`src/hdl/dltld_pkg.sv`:
```
// Shared types, field widths, request kind codes and defaults for the dark level tracker.
// No dependencies.
`default_nettype none
package dltld_pkg;

   localparam int DATA_W           = 10;
   localparam int COUNT_W          = 16;
   localparam int KIND_W           = 3;
   localparam int NUM_SAMPLES      = 5;
   localparam int SUM_W            = 13;
   localparam int GROUP_SIZE_DEF   = 5;
   localparam int RECIP_SHIFT      = 16;

   localparam logic [DATA_W-1:0]  THRESHOLD_RESET = 10'd100;
   localparam logic [COUNT_W-1:0] COUNT_MAX       = 16'hFFFF;

   localparam logic [KIND_W-1:0] KIND_SEED       = 3'd0;
   localparam logic [KIND_W-1:0] KIND_UPDATE     = 3'd1;
   localparam logic [KIND_W-1:0] KIND_SINGLE     = 3'd2;
   localparam logic [KIND_W-1:0] KIND_GROUP      = 3'd3;
   localparam logic [KIND_W-1:0] KIND_GROUP_UPD  = 3'd4;

   typedef struct packed {
      logic [KIND_W-1:0] kind;
      logic [DATA_W-1:0] sample_a;
      logic [DATA_W-1:0] sample_b;
      logic [DATA_W-1:0] sample_c;
      logic [DATA_W-1:0] sample_d;
      logic [DATA_W-1:0] sample_e;
   } req_type;

   typedef struct packed {
      logic              light_seen;
      logic [DATA_W-1:0] judged_value;
      logic [DATA_W-1:0] dark_mean;
   } rsp_type;

   typedef struct packed {
      logic load_req;
      logic dispatch;
      logic div_start_update;
      logic judge;
      logic apply;
      logic load_rsp;
   } cmd_type;

   typedef struct packed {
      logic [KIND_W-1:0] kind;
      logic              div_done;
      logic              seen_now;
   } status_type;

endpackage
`default_nettype wire

```
`src/hdl/dltld_div.sv`:
```
// Restoring divider, one quotient bit per cycle, unsigned SUM_W / COUNT_W.
// Depends on dltld_pkg.
`default_nettype none
module dltld_div (
   input  wire logic                          clock,
   input  wire logic                          reset,
   input  wire logic                          start,
   input  wire logic [dltld_pkg::SUM_W-1:0]   dividend,
   input  wire logic [dltld_pkg::COUNT_W-1:0] divisor,
   output logic                               done,
   output logic [dltld_pkg::SUM_W-1:0]        quotient
);
   import dltld_pkg::*;

   localparam int CNT_W = $clog2(SUM_W + 1);

   logic [SUM_W-1:0]   quo_ff, quo_in;
   logic [COUNT_W-1:0] rem_ff, rem_in;
   logic [COUNT_W-1:0] den_ff, den_in;
   logic [CNT_W-1:0]   cnt_ff, cnt_in;
   logic               busy_ff, busy_in;
   logic               done_ff, done_in;
   logic [COUNT_W:0]   trial;
   logic [COUNT_W:0]   diff;

   always_comb begin
      trial   = {rem_ff, quo_ff[SUM_W-1]};
      diff    = trial - {1'b0, den_ff};
      quo_in  = quo_ff;
      rem_in  = rem_ff;
      den_in  = den_ff;
      cnt_in  = cnt_ff;
      busy_in = busy_ff;
      done_in = done_ff;
      if (start) begin
         quo_in  = dividend;
         rem_in  = '0;
         den_in  = divisor;
         cnt_in  = CNT_W'(SUM_W);
         busy_in = 1'b1;
         done_in = 1'b0;
      end else if (busy_ff) begin
         if (!diff[COUNT_W]) begin
            rem_in = diff[COUNT_W-1:0];
            quo_in = {quo_ff[SUM_W-2:0], 1'b1};
         end else begin
            rem_in = trial[COUNT_W-1:0];
            quo_in = {quo_ff[SUM_W-2:0], 1'b0};
         end
         cnt_in = cnt_ff - CNT_W'(1);
         if (cnt_ff == CNT_W'(1)) begin
            busy_in = 1'b0;
            done_in = 1'b1;
         end
      end
   end

   always_ff @(posedge clock) begin
      if (reset) begin
         cnt_ff  <= '0;
         busy_ff <= 1'b0;
         done_ff <= 1'b0;
      end else begin
         cnt_ff  <= cnt_in;
         busy_ff <= busy_in;
         done_ff <= done_in;
      end
      quo_ff <= quo_in;
      rem_ff <= rem_in;
      den_ff <= den_in;
   end

   assign done     = done_ff;
   assign quotient = quo_ff;

endmodule
`default_nettype wire

```
`src/hdl/dltld_datapath.sv`:
```
// Datapath: request and result registers, mean, count, threshold, judge and update arithmetic.
// Depends on dltld_pkg and dltld_div.
`default_nettype none
module dltld_datapath #(
   parameter int GROUP_SIZE = dltld_pkg::GROUP_SIZE_DEF
) (
   input  wire logic                         clock,
   input  wire logic                         reset,
   input  wire dltld_pkg::req_type           req_data,
   input  wire logic                         csr_we,
   input  wire logic [dltld_pkg::DATA_W-1:0] csr_wdata,
   input  wire dltld_pkg::cmd_type           cmd,
   output dltld_pkg::status_type             status,
   output dltld_pkg::rsp_type                rsp_data
);
   import dltld_pkg::*;

   localparam int GROUP_USED = (GROUP_SIZE < NUM_SAMPLES) ? GROUP_SIZE : NUM_SAMPLES;
   localparam int RECIP_W    = RECIP_SHIFT + 1;
   localparam int PROD_W     = SUM_W + RECIP_W;
   localparam logic [RECIP_W-1:0] GROUP_RECIP =
      RECIP_W'((2 ** RECIP_SHIFT + GROUP_USED - 1) / GROUP_USED);

   req_type            req_ff;
   rsp_type            rsp_ff;
   logic [DATA_W-1:0]  thr_ff, thr_in;
   logic [DATA_W-1:0]  mean_ff, mean_in;
   logic [COUNT_W-1:0] count_ff, count_in;
   logic [DATA_W-1:0]  judged_ff, judged_in;
   logic [DATA_W-1:0]  upd_ff, upd_in;
   logic               seen_ff, seen_in;
   logic               neg_ff, neg_in;

   logic [DATA_W-1:0]  samp [NUM_SAMPLES];
   logic [SUM_W-1:0]   sum;
   logic [PROD_W-1:0]  group_prod;
   logic [DATA_W-1:0]  group_mean;
   logic [DATA_W:0]    delta;
   logic [DATA_W-1:0]  abs_delta;
   logic signed [DATA_W+1:0] margin;
   logic               seen_now;
   logic               div_start;
   logic [SUM_W-1:0]   div_dividend;
   logic [COUNT_W-1:0] div_divisor;
   logic               div_done;
   logic [SUM_W-1:0]   div_quotient;
   logic signed [SUM_W+1:0] next_mean;

   always_comb begin
      samp[0] = req_ff.sample_a;
      samp[1] = req_ff.sample_b;
      samp[2] = req_ff.sample_c;
      samp[3] = req_ff.sample_d;
      samp[4] = req_ff.sample_e;
      sum = '0;
      for (int i = 0; i < NUM_SAMPLES; i++) begin
         if (i < GROUP_USED) begin
            sum = sum + SUM_W'(samp[i]);
         end
      end
   end

   // group mean by reciprocal multiply, exact over the whole sum range
   assign group_prod = PROD_W'(sum) * PROD_W'(GROUP_RECIP);
   assign group_mean = group_prod[RECIP_SHIFT +: DATA_W];

   assign delta     = {1'b0, upd_ff} - {1'b0, mean_ff};
   assign abs_delta = delta[DATA_W] ? DATA_W'(-delta) : delta[DATA_W-1:0];
   assign margin    = $signed({2'b00, mean_ff}) - $signed({2'b00, judged_ff});
   assign seen_now  = margin > $signed({2'b00, thr_ff});

   assign div_start    = cmd.div_start_update;
   assign div_dividend = SUM_W'(abs_delta);
   assign div_divisor  = (count_ff == '0) ? COUNT_W'(1) : count_ff;

   dltld_div u_div (
      .clock    (clock),
      .reset    (reset),
      .start    (div_start),
      .dividend (div_dividend),
      .divisor  (div_divisor),
      .done     (div_done),
      .quotient (div_quotient)
   );

   always_comb begin
      if (neg_ff) begin
         next_mean = $signed({5'd0, mean_ff}) - $signed({2'b00, div_quotient});
      end else begin
         next_mean = $signed({5'd0, mean_ff}) + $signed({2'b00, div_quotient});
      end
   end

   always_comb begin
      thr_in    = csr_we ? csr_wdata : thr_ff;
      mean_in   = mean_ff;
      count_in  = count_ff;
      judged_in = judged_ff;
      upd_in    = upd_ff;
      seen_in   = seen_ff;
      neg_in    = neg_ff;
      if (cmd.dispatch) begin
         seen_in   = 1'b0;
         judged_in = '0;
         upd_in    = req_ff.sample_a;
         unique case (req_ff.kind)
            KIND_SEED: begin
               mean_in  = req_ff.sample_a;
               count_in = COUNT_W'(1);
            end
            KIND_SINGLE: begin
               judged_in = req_ff.sample_a;
            end
            KIND_GROUP, KIND_GROUP_UPD: begin
               judged_in = group_mean;
               upd_in    = group_mean;
            end
            default: begin
            end
         endcase
      end
      if (cmd.judge) begin
         seen_in = seen_now;
      end
      if (cmd.div_start_update) begin
         neg_in = delta[DATA_W];
      end
      if (cmd.apply) begin
         priority if (next_mean < 0) begin
            mean_in = '0;
         end else if (next_mean > $signed({5'd0, {DATA_W{1'b1}}})) begin
            mean_in = '1;
         end else begin
            mean_in = next_mean[DATA_W-1:0];
         end
         if (count_ff != COUNT_MAX) begin
            count_in = count_ff + COUNT_W'(1);
         end
      end
   end

   always_ff @(posedge clock) begin
      if (reset) begin
         thr_ff   <= THRESHOLD_RESET;
         mean_ff  <= '0;
         count_ff <= '0;
      end else begin
         thr_ff   <= thr_in;
         mean_ff  <= mean_in;
         count_ff <= count_in;
      end
      judged_ff <= judged_in;
      upd_ff    <= upd_in;
      seen_ff   <= seen_in;
      neg_ff    <= neg_in;
      if (cmd.load_req) begin
         req_ff <= req_data;
      end
      if (cmd.load_rsp) begin
         rsp_ff.light_seen   <= seen_ff;
         rsp_ff.judged_value <= judged_ff;
         rsp_ff.dark_mean    <= mean_ff;
      end
   end

   assign status.kind     = req_ff.kind;
   assign status.div_done = div_done;
   assign status.seen_now = seen_now;
   assign rsp_data        = rsp_ff;

endmodule
`default_nettype wire

```
`src/hdl/dltld_ctrl.sv`:
```
// Controller state machine: sequences decode, judge and update steps; owns handshakes.
// Depends on dltld_pkg.
`default_nettype none
module dltld_ctrl #(
   parameter int GROUP_SIZE = dltld_pkg::GROUP_SIZE_DEF
) (
   input  wire logic                  clock,
   input  wire logic                  reset,
   input  wire logic                  req_valid,
   output logic                       req_ready,
   output logic                       rsp_valid,
   input  wire logic                  rsp_ready,
   input  wire dltld_pkg::status_type status,
   output dltld_pkg::cmd_type         cmd
);
   import dltld_pkg::*;

   localparam int LOOP_W = $clog2(GROUP_SIZE + 1);

   typedef enum logic [6:0] {
      ST_IDLE     = 7'b000_0001,
      ST_DISPATCH = 7'b000_0010,
      ST_JUDGE    = 7'b000_0100,
      ST_USTART   = 7'b000_1000,
      ST_UDIV     = 7'b001_0000,
      ST_APPLY    = 7'b010_0000,
      ST_FINISH   = 7'b100_0000
   } state_type;

   state_type         state_ff, state_in;
   logic [LOOP_W-1:0] loops_ff, loops_in;
   logic              rsp_valid_ff, rsp_valid_in;

   always_comb begin
      state_in     = state_ff;
      loops_in     = loops_ff;
      cmd          = '0;
      req_ready    = 1'b0;
      rsp_valid_in = rsp_valid_ff && !rsp_ready;
      unique case (state_ff)
         ST_IDLE: begin
            req_ready = 1'b1;
            if (req_valid) begin
               cmd.load_req = 1'b1;
               state_in     = ST_DISPATCH;
            end
         end
         ST_DISPATCH: begin
            cmd.dispatch = 1'b1;
            unique case (status.kind)
               KIND_UPDATE: begin
                  loops_in = LOOP_W'(1);
                  state_in = ST_USTART;
               end
               KIND_SINGLE, KIND_GROUP, KIND_GROUP_UPD: state_in = ST_JUDGE;
               default: state_in = ST_FINISH;
            endcase
         end
         ST_JUDGE: begin
            cmd.judge = 1'b1;
            if (status.seen_now || status.kind == KIND_GROUP) begin
               state_in = ST_FINISH;
            end else begin
               loops_in = (status.kind == KIND_SINGLE) ? LOOP_W'(1) : LOOP_W'(GROUP_SIZE);
               state_in = ST_USTART;
            end
         end
         ST_USTART: begin
            cmd.div_start_update = 1'b1;
            state_in             = ST_UDIV;
         end
         ST_UDIV: begin
            if (status.div_done) begin
               state_in = ST_APPLY;
            end
         end
         ST_APPLY: begin
            cmd.apply = 1'b1;
            loops_in  = loops_ff - LOOP_W'(1);
            state_in  = (loops_ff == LOOP_W'(1)) ? ST_FINISH : ST_USTART;
         end
         ST_FINISH: begin
            if (!rsp_valid_ff || rsp_ready) begin
               cmd.load_rsp = 1'b1;
               rsp_valid_in = 1'b1;
               state_in     = ST_IDLE;
            end
         end
         default: state_in = ST_IDLE;
      endcase
   end

   always_ff @(posedge clock) begin
      if (reset) begin
         state_ff     <= ST_IDLE;
         loops_ff     <= '0;
         rsp_valid_ff <= 1'b0;
      end else begin
         state_ff     <= state_in;
         loops_ff     <= loops_in;
         rsp_valid_ff <= rsp_valid_in;
      end
   end

   assign rsp_valid = rsp_valid_ff;

endmodule
`default_nettype wire

```
`src/hdl/dark_level_tracker_light_detector.sv`:
```
// Sequence, accept to result valid: seed and unused kinds dispatch, then finish; judge kinds
// dispatch and judge, then finish if light is seen or for a group judge; an update runs one
// step, a single judge one, a group judge and update GROUP_SIZE; steps divide, then apply.
// Throughput: one request at a time; ready again in the cycle the result turns valid, even
// while that result waits; a waiting result holds only the next one at its end.
// Reset (synchronous): mean and count clear, threshold returns to 100, channels go empty.
`default_nettype none
module dark_level_tracker_light_detector #(
   parameter int GROUP_SIZE = dltld_pkg::GROUP_SIZE_DEF
) (
   input  wire logic                         clock,
   input  wire logic                         reset,
   input  wire logic                         req_valid,
   output logic                              req_ready,
   input  wire dltld_pkg::req_type           req_data,
   output logic                              rsp_valid,
   input  wire logic                         rsp_ready,
   output dltld_pkg::rsp_type                rsp_data,
   input  wire logic                         csr_we,
   input  wire logic [dltld_pkg::DATA_W-1:0] csr_wdata
);
   import dltld_pkg::*;

   cmd_type    cmd;
   status_type status;

   dltld_ctrl #(.GROUP_SIZE(GROUP_SIZE)) u_ctrl (
      .clock     (clock),
      .reset     (reset),
      .req_valid (req_valid),
      .req_ready (req_ready),
      .rsp_valid (rsp_valid),
      .rsp_ready (rsp_ready),
      .status    (status),
      .cmd       (cmd)
   );

   dltld_datapath #(.GROUP_SIZE(GROUP_SIZE)) u_datapath (
      .clock     (clock),
      .reset     (reset),
      .req_data  (req_data),
      .csr_we    (csr_we),
      .csr_wdata (csr_wdata),
      .cmd       (cmd),
      .status    (status),
      .rsp_data  (rsp_data)
   );

`ifndef NO_ASSERTIONS
   a_one_at_a_time: assert property (@(posedge clock) disable iff (reset)
      req_valid && req_ready |=> !req_ready)
      else $error("request accepted while one is in flight");
   a_no_overwrite: assert property (@(posedge clock) disable iff (reset)
      cmd.load_rsp |-> !rsp_valid || rsp_ready)
      else $error("pending result overwritten");
   a_rsp_held: assert property (@(posedge clock) disable iff (reset)
      rsp_valid && !rsp_ready |=> rsp_valid && $stable(rsp_data))
      else $error("waiting result dropped or changed");
`endif

endmodule
`default_nettype wire

```
`config.mk`:
```
export PLATFORM = sky130hd
export DESIGN_NAME = dark_level_tracker_light_detector
export DESIGN_NICKNAME = d
export VERILOG_FILES = /design/src/hdl/dltld_pkg.sv /design/src/hdl/dltld_div.sv /design/src/hdl/dltld_datapath.sv /design/src/hdl/dltld_ctrl.sv /design/src/hdl/dark_level_tracker_light_detector.sv
export SDC_FILE = /design/constraint.sdc
export NUM_CORES = 1
export LEC_CHECK = 0
export ABC_AREA = 1
export BUFFER_PORTS_ARGS = -buffer_cell sky130_fd_sc_hd__buf_2
export CAP_MARGIN = 40
export CORE_ASPECT_RATIO = 1.2
export CORE_MARGIN = 5
export CORE_UTILIZATION = 38
export CTS_BUF_LIST = sky130_fd_sc_hd__clkbuf_4 sky130_fd_sc_hd__clkbuf_8
export CTS_CLUSTER_DIAMETER = 150
export CTS_CLUSTER_SIZE = 20
export DETAILED_ROUTE_END_ITERATION = 12
export GPL_ROUTABILITY_DRIVEN = 0
export HOLD_SLACK_MARGIN = 0.06
export SYNTH_ARGS = -nofsm -noshare
export SYNTH_HDL_FRONTEND = slang
export SYNTH_HIERARCHICAL = 1
export SYNTH_SLANG_ARGS = --single-unit
```
`constraint.sdc`:
```
create_clock -name clock -period 16.46 [get_ports clock]
set_clock_uncertainty 0.05 [all_clocks]
set_input_delay 2.469 -clock clock [delete_from_list [all_inputs] [get_ports clock]]
set_output_delay 2.469 -clock clock [all_outputs]
set_load 0.01 [all_outputs]
```
==> impl_metrics.tcl, run 1 <==
set metrics [dict create \
    root_buffer "clkbuf_8" \
    fin_crit_sh_pct 51.7 \
    ff_latch_area_mm2 0.00513 \
    final_area_mm2 0.0171 \
    syn_area_mm2 0.0157 \
    core_mm2 0.0408 \
    grt_max_degree 51 \
    drc 0 \
    cts_buffers 17 \
    die_w_um 196 \
    tritoncts "done" \
    postPlaceCellArea_mm2 0.0167 \
    synth_top_area_cell "edfxtp_1" \
    synth_top_area_share_pct 23.9 \
    mostFrequentLayoutCells "447 x nand2_1, 396 x inv_1, 175 x ha_1, 125 x edfxtp_1, 124 x a21oi_1" \
    setup-violations-final 0 \
    crit_path_end_kind "register" \
    ctsLongestPathBuffers 2 \
    cp.arrival_ns 8.70 \
    synthCells 1959 \
    grt.overflow.total 0 \
    finalCriticalPeriod_ns 8.50 \
    ys_seq_elements 194 \
    multi_input_area_mm2 0.00885 \
    routed_wl_um 37700 \
    holdCritPathClass "register to register" \
    core.rowCount 81 \
    syn_area_per_cell_um2 8.03 \
    post_cts_resize_count 0 \
    antenna_found_initial 1 \
    dp_hpwl_um 31100 \
    cts.sink_count 194 \
    vias 12400 \
    num-fill-cells 4078 \
    cpMostUsedCell "fa_1" \
    critical_path.max_stage_delay_ns 0.55 \
    dieHeight_um 233 \
    tns_ns 0 \
    initial_utilization_pct 38.5 \
    drive_above_1_share_pct 9.06 \
    ys_seq_area_share_pct 32.7 \
    cts_setup_buffers 0 \
    async_reset_ff_share_pct 0 \
    cts_hold_buffers 0 \
    hold_slack_ns 0.426 \
    first_iter_violations 638 \
    ctsHtreeMaxLevel 4 \
    area_delta_synth_final_pct 8.82 \
    grtUsageTotal_pct 16.8 \
    viasPerCell 4.80 \
    layout_commonest_cell "nand2_1" \
    slew_violations 0 \
    synth_edf_count 125 \
    final_antenna_net_count 0 \
    slowest_stage "fa_1" \
    clk_pin_slew_worst_paths_ns 0.11 \
    diodes 0 \
    relSlewSlack_pct 43.1 \
    required_ns 16.65 \
    insertion_delay_ns 0.53 \
    synth_cell_types 55 \
    pin_count 91 \
    numPortBuffers 90 \
    crit_fanout 4 \
    max_clock_freq_ghz 0.118 \
    synthFlopType "edfxtp_1" \
    die_area_mm2 0.0456 \
    first_pass_iters 5 \
    rsz0062_at_grt "false" \
    final_nets 2342 \
    grt_pass1_wl_um 61100 \
    start_kind "register" \
    final-hold-violation-count 0 \
    fin_util_pct 41.9 \
    synth_area_leaders "edfxtp_1 24%, ha_1 14%, nand2_1 11%" \
    worst_pin_slew_ns 0.852 \
    wl_per_cell_um 14.6 \
    outcome "complete, no violations" \
    yosysWarnings 6 \
    worstSetupPathType "register to register" \
    grt_pass1_vias 12200 \
    cap_violations 0 \
]
## Yosys cell counts, types with 4 or more instances
| cell type | n |
|---|---|
| nand2_1 | 447 |
| inv_1 | 396 |
| ha_1 | 175 |
| edfxtp_1 | 125 |
| a21oi_1 | 124 |
| o21ai_0 | 108 |
| nor2_1 | 94 |
| nand3_1 | 81 |
| fa_1 | 70 |
| dfxtp_1 | 69 |
| xor2_1 | 50 |
| clkbuf_1 | 29 |
| nor3_1 | 26 |
| nand2_2 | 19 |
| nand4_1 | 17 |
| xnor2_1 | 14 |
| buf_2 | 8 |
| o211ai_1 | 8 |
| o21bai_1 | 8 |
| buf_4 | 7 |
| a31oi_1 | 6 |
| inv_2 | 6 |
| nor4_1 | 6 |
| a21o_1 | 5 |
| nor2_4 | 5 |
| nand3b_1 | 4 |
| nor2_2 | 4 |
| o21a_1 | 4 |
## cells by family after synthesis
kind of cell	Yosys count	synth area share [%]
AOI/OAI and AO/OA	284	10.1
xor gates and xnor gates	64	3.57
adders and majority gates	245	22.8
buffers and inverters	451	11.2
DFF	194	32.7
other	1	0.0239
and+or+nand+nor	720	19.6
## stage by stage
stage	cells	worst slack [ns]
CTS	2581	7.93
global placement	2547	8.04
floorplan	1961	8.85
global route	2581	7.31
finish	2581	7.96
detailed placement	2549	8.00
## final cells by class
cell class / count / area share (%)
well taps: 539 / 3.94
clock buffers: 18 / 1.41
flip-flops and latches: 194 / 30.0
multi-input cells: 1316 / 51.7
clock inverters: 14 / 1.08
inverters: 404 / 8.89
repair buffers: 96 / 2.94
## sequential cells by signal (all words and copies together), names as in the netlist
signal and flops:
u_datapath/u_div/den_ff 16, u_ctrl/state_ff 7, u_datapath/mean_ff 10, u_datapath/u_div/busy_ff 1
u_datapath/judged_ff 10, u_datapath/u_div/quotient 13, u_datapath/u_div/rem_ff 16, u_datapath/u_div/cnt_ff 4
u_datapath/thr_ff 10, u_ctrl/loops_ff 3, u_datapath/rsp_data 21, u_ctrl/rsp_valid 1
u_datapath/count_ff 16, u_datapath/status 3, u_datapath/u_div/done 1, u_datapath/neg_ff 1
u_datapath/req_ff 50, u_datapath/seen_ff 1, u_datapath/upd_ff 10
## routing by layer
layer / GRT usage [%] / routed length, µm
met1: 19.1 / 15700
met2: 30.8 / 19300
met3: 3.13 / 1440
met4: 6.57 / 1220
met5: 0 / 0
## final timing paths
kind                            from                 endpoint  slack (ns)  cells after the start
max            u_datapath/req_ff[43]  u_datapath/judged_ff[4]        7.96                     29
min          u_datapath/judged_ff[6]  u_datapath/rsp_data[16]        0.43                      0
max reg2reg    u_datapath/req_ff[43]  u_datapath/judged_ff[4]        7.96                     29
min reg2reg  u_datapath/judged_ff[6]  u_datapath/rsp_data[16]        0.43                      0
## critical path: cells and delay by family, from the launching register on
| family | cells | cell delay (ns) |
|---|---|---|
| xor gates and xnor gates | 2 | 0.64 |
| DFF | 1 | 0.54 |
| and+or+nand+nor | 2 | 0.15 |
| adders and majority gates | 10 | 4.34 |
| buffers and inverters | 4 | 0.23 |
| AOI/OAI and AO/OA | 11 | 2.23 |
Power of run 1 is not shown: default switching activity piles up to over one toggle a cycle in this logic, so the estimate is an artifact.
==> run 2, diff against run 1 <==
==> constraint.sdc (replaced) <==
create_clock -name clock -period 7.6 [get_ports clock]
set_clock_uncertainty 0.05 [all_clocks]
set_input_delay 1.14 -clock clock [delete_from_list [all_inputs] [get_ports clock]]
set_output_delay 1.14 -clock clock [all_outputs]
set_load 0.01 [all_outputs]
==> run 2 against run 1 <==
Net effect: the flow now finishes with violations (setup timing); worst setup slack worse by 8.0 ns; register-to-register slack lost 8.0 ns; core utilization is 3.8 points higher; cell count increased by 4.0%; global-route usage up 0.84 points; sequential share of layout area down 2.5 points; cell area is 9.0% higher; die area is the same; flip-flop and latch count did not move; non-clock buffer count rose by 102; first-iteration DRC count unchanged; fmax increased by 11%.
==> impl_metrics.tcl, run 2 (same netlist as run 1, synthesis figures left out) <==
set metrics [dict create \
    outcome "finished with violations" \
    violations "setup timing" \
    start_kind "register" \
    mostFrequentLayoutCells "432 x nand2_1, 371 x inv_1, 146 x ha_1, 125 x edfxtp_1, 105 x a21oi_1" \
    grt.overflow.total 0 \
    pin_count 91 \
    worst_pin_slew_ns 0.822 \
    rrSetupSlack_ns -0.05 \
    diodes 0 \
    slew_violations 0 \
    insertion_delay_ns 0.53 \
    drc 0 \
    final-hold-violation-count 0 \
    dp_cells 2630 \
    holdCritPathClass "register to register" \
    die_w_um 196 \
    fin_crit_sh_pct 101 \
    vias 12900 \
    tritoncts "done" \
    wl_per_cell_um 15.0 \
    grt_pass1_vias 13000 \
    final_nets 2444 \
    die_area_mm2 0.0456 \
    num-fill-cells 3969 \
    clk_pin_slew_worst_paths_ns 0.12 \
    cts_buffers 17 \
    cpMostUsedCell "fa_1" \
    r2r-end "u_datapath/upd_ff[9]" \
    layout_commonest_cell "nand2_1" \
    setup_ws_ns -0.0491 \
    cts_hold_buffers 0 \
    rr_startpoint "u_datapath/req_ff[41]" \
    critical_path.max_stage_delay_ns 0.55 \
    cap_violations 0 \
    fin_util_pct 45.6 \
    grt_pass1_wl_um 64400 \
    ff2ff_path_depth 36 \
    ctsLongestPathBuffers 2 \
    slowest_stage "fa_1" \
    cp-endpoint "u_datapath/upd_ff[9]" \
    area_delta_synth_final_pct 18.6 \
    viasPerCell 4.81 \
    worstSetupPathType "register to register" \
    core.rowCount 81 \
    cts.sink_count 194 \
    dieHeight_um 233 \
    final_antenna_net_count 0 \
    regMostFlops "u_datapath/req_ff" \
    crit_path_end_kind "register" \
    first_pass_iters 5 \
    cp-startpoint "u_datapath/req_ff[41]" \
    largest_reg_flops 50 \
    required_ns 7.80 \
    grtUsageTotal_pct 17.6 \
    ctsHtreeMaxLevel 4 \
    numPortBuffers 90 \
    grt_max_degree 54 \
    cp.arrival_ns 7.85 \
    relSlewSlack_pct 45.1 \
    routed_wl_um 40300 \
    core_mm2 0.0408 \
    tns_ns -0.127 \
    finalCriticalPeriod_ns 7.65 \
    rsz0062_at_grt "true" \
    multi_input_area_mm2 0.00956 \
    first_iter_violations 638 \
    drive_above_1_share_pct 19.0 \
    max_clock_freq_ghz 0.131 \
    antenna_found_initial 0 \
    ff_latch_area_mm2 0.00513 \
    final_cells 2683 \
    root_buffer "clkbuf_8" \
    crit_fanout 4 \
    setup-violations-final 4 \
    initial_utilization_pct 38.5 \
    dp_hpwl_um 32400 \
]
[run 2: worst min path at each step]
stage                            start                       to  slack [ns]  cells past startpoint
2_1_floorplan       u_datapath/seen_ff  u_datapath/rsp_data[20]        0.35                      0
4_1_cts        u_datapath/judged_ff[3]  u_datapath/rsp_data[13]        0.43                      0
5_1_grt        u_datapath/judged_ff[8]  u_datapath/rsp_data[18]        0.44                      0
3_3_place_gp        u_datapath/seen_ff  u_datapath/rsp_data[20]        0.39                      0
3_5_place_dp   u_datapath/judged_ff[8]  u_datapath/rsp_data[18]        0.40                      0
6_report       u_datapath/judged_ff[8]  u_datapath/rsp_data[18]        0.43                      0
[run 2: layout make-up]
cell class	instances	area share, %
Clock buffer	17	1.26
Clock inverter	15	1.17
Inverter	404	8.18
Multi-Input combinational cell	1316	51.3
Sequential cell	194	27.5
Tap cell	539	3.62
Timing Repair Buffer	198	6.93
[run 2: metrics by stage]
stage | hold WS [ns] | instance area [µm²] | setup slack (ns)
after floorplan | 0.350 | 15700 | 0.0646
after global placement | 0.390 | 17300 | -0.309
after detailed placement | 0.401 | 17300 | -0.435
after CTS | 0.435 | 18200 | -0.0132
after global routing | 0.436 | 18600 | -0.354
final | 0.431 | 18600 | -0.0491
[run 2: metal layers]
metal / GRT usage [%] / vias up / share of wire, %
li1: - / 6592 / -
met1: 19.9 / 5999 / 41
met2: 33.5 / 238 / 53
met3: 2.48 / 72 / 2.9
met4: 6.37 / 0 / 2.8
met5: 0 / - / 0
[run 2: repair_timing]
| item | CTS | global route |
|---|---|---|
| buffers inserted | 11 | 10 |
| setup endpoints to repair | 20 | 20 |
| pin swaps | 52 | 77 |
| cloned | 0 | 0 |
| gates resized for setup | 75 | 97 |
[run 2: critical path, delay by kind of cell, from the launching register on]
family,cells,cell delay [ns]
fa+ha+maj,11,4.04
compound gates,8,0.96
xor+xnor,2,0.47
buf+inv,5,0.46
simple gates,10,0.98
flops,1,0.41
Power of run 2 is left out for the same reason.
==> run 3, diff against run 2 <==
--- a/config.mk
+++ b/config.mk
@@ -11,8 +11,7 @@
 export CORE_ASPECT_RATIO = 1.2
 export CORE_MARGIN = 5
 export CORE_UTILIZATION = 38
-export CTS_BUF_LIST = sky130_fd_sc_hd__clkbuf_4 sky130_fd_sc_hd__clkbuf_8
-export CTS_CLUSTER_DIAMETER = 150
+export CTS_CLUSTER_DIAMETER = 80
 export CTS_CLUSTER_SIZE = 20
 export DETAILED_ROUTE_END_ITERATION = 12
 export GPL_ROUTABILITY_DRIVEN = 0
==> run 3 against run 2 <==
Net effect: the flow still finishes with violations (setup timing); fmax up 0.38%; via count grew 0.80%; count of clock-buffer cells in the layout did not move; worst setup slack better by 0.029 ns; cell area grew 2.2%; die area unchanged; cell count increased by 0.19%; first-iteration DRC count shrank 0.63%; flip-flop and latch count is the same; non-clock buffer count grew 5; core utilization up 1.0 points.
==> impl_metrics.tcl, run 3 (same netlist as run 1, synthesis figures left out) <==
set metrics [dict create \
    outcome "finished with violations" \
    violations "setup timing" \
    final_nets 2449 \
    final-hold-violation-count 0 \
    clk_pin_slew_worst_paths_ns 0.08 \
    viasPerCell 4.84 \
    critical_path.max_stage_delay_ns 0.59 \
    ctsHtreeMaxLevel 4 \
    cts.sink_count 194 \
    grtUsageTotal_pct 17.7 \
    finalCriticalPeriod_ns 7.62 \
    numPortBuffers 90 \
    cap_violations 0 \
    initial_utilization_pct 38.5 \
    crit_path_end_kind "register" \
    mostFrequentLayoutCells "426 x nand2_1, 368 x inv_1, 140 x ha_1, 125 x edfxtp_1, 103 x buf_4" \
    antenna_found_initial 0 \
    diodes 0 \
    rsz0062_at_grt "true" \
    routed_wl_um 40500 \
    cts_buffers 17 \
    crit_fanout 4 \
    first_pass_iters 6 \
    grt_pass1_vias 13000 \
    start_kind "register" \
    worst_pin_slew_ns 0.820 \
    slowest_stage "fa_1" \
    dp_hpwl_um 32400 \
    relSlewSlack_pct 45.3 \
    layout_commonest_cell "nand2_1" \
    regMostFlops "u_datapath/req_ff" \
    ff2ff_path_depth 36 \
    tritoncts "done" \
    vias 13000 \
    die_area_mm2 0.0456 \
    num-fill-cells 3885 \
    pin_count 91 \
    fin_crit_sh_pct 100 \
    required_ns 7.76 \
    largest_reg_flops 50 \
    drive_above_1_share_pct 20.5 \
    area_delta_synth_final_pct 21.2 \
    insertion_delay_ns 0.47 \
    setup-violations-final 3 \
    core_mm2 0.0408 \
    first_iter_violations 634 \
    worstSetupPathType "register to register" \
    root_buffer "clkbuf_16" \
    grt_pass1_wl_um 64700 \
    setup_ws_ns -0.0197 \
    cts_hold_buffers 0 \
    hold_depth 0 \
    drc 0 \
    grt_max_degree 54 \
    ctsLongestPathBuffers 2 \
    core.rowCount 81 \
    slew_violations 0 \
    holdCritPathClass "register to register" \
    final_antenna_net_count 0 \
    cpMostUsedCell "fa_1" \
    die_w_um 196 \
    wl_per_cell_um 15.1 \
    dp_worst_setup_slack_ns -0.435 \
    max_clock_freq_ghz 0.131 \
    grt.overflow.total 0 \
    cp.arrival_ns 7.78 \
    dieHeight_um 233 \
]
[run 3: worst max-delay path: cells and delay by family, from the launching register on]
family	cells	cell delay, ns
AO/OA/AOI/OAI	8	0.89
XOR/XNOR	2	0.38
adder cells (fa/ha/maj)	11	4.14
buffers and inverters	5	0.48
flip-flops	1	0.40
AND/OR/NAND/NOR	10	1.05
[run 3: path summary, 6_finish.rpt]
check                                              from                       to  slack [ns]
worst max-delay path              u_datapath/req_ff[41]     u_datapath/upd_ff[8]       -0.02
worst min register to register  u_datapath/judged_ff[8]  u_datapath/rsp_data[18]        0.42
worst max register to register    u_datapath/req_ff[41]     u_datapath/upd_ff[8]       -0.02
worst min-delay path            u_datapath/judged_ff[8]  u_datapath/rsp_data[18]        0.42
[run 3: area by class of cell]
class | instances | area (µm²) | area share [%]
clock buffers | 17 | 425 | 2.23
clock inverters | 15 | 218 | 1.14
well taps | 539 | 674 | 3.54
repair buffers | 203 | 1340 | 7.03
inverters | 404 | 1530 | 8.00
multi-input cells | 1316 | 9740 | 51.1
flip-flops and latches | 194 | 5130 | 26.9
[run 3: timing repair]
item / in CTS / in global routing
pin swaps: 45 / 83
endpoints found under the setup margin: 20 / 20
gates resized for setup: 70 / 138
buffers inserted: 11 / 14
[run 3: layer usage]
metal  vias up  global-route usage [%]  part of all wire [%]  wire, µm
met5         -                       0                     0         0
met4         0                    6.70                   3.0      1230
met3        80                    2.52                   3.0      1220
met2       242                    33.5                    53     21600
met1      6064                    20.0                    41     16400
li1       6618                       -                     -         -
[run 3: per-stage QoR]
| stage | TNS (ns) | hold slack [ns] | instances | instance area (µm²) | util [%] |
|---|---|---|---|---|---|
| finish | -0.0389 | 0.419 | 2688 | 19100 | 46.7 |
| CTS | 0 | 0.421 | 2673 | 18400 | 45.0 |
| detailed placement | -6.56 | 0.401 | 2630 | 17300 | 42.3 |
| global route | -5.20 | 0.426 | 2688 | 19100 | 46.7 |
| floorplan | 0 | 0.350 | 1961 | 15700 | - |
| global placement | -4.36 | 0.390 | 2630 | 17300 | 42.3 |
Power of run 3 is left out for the same reason.
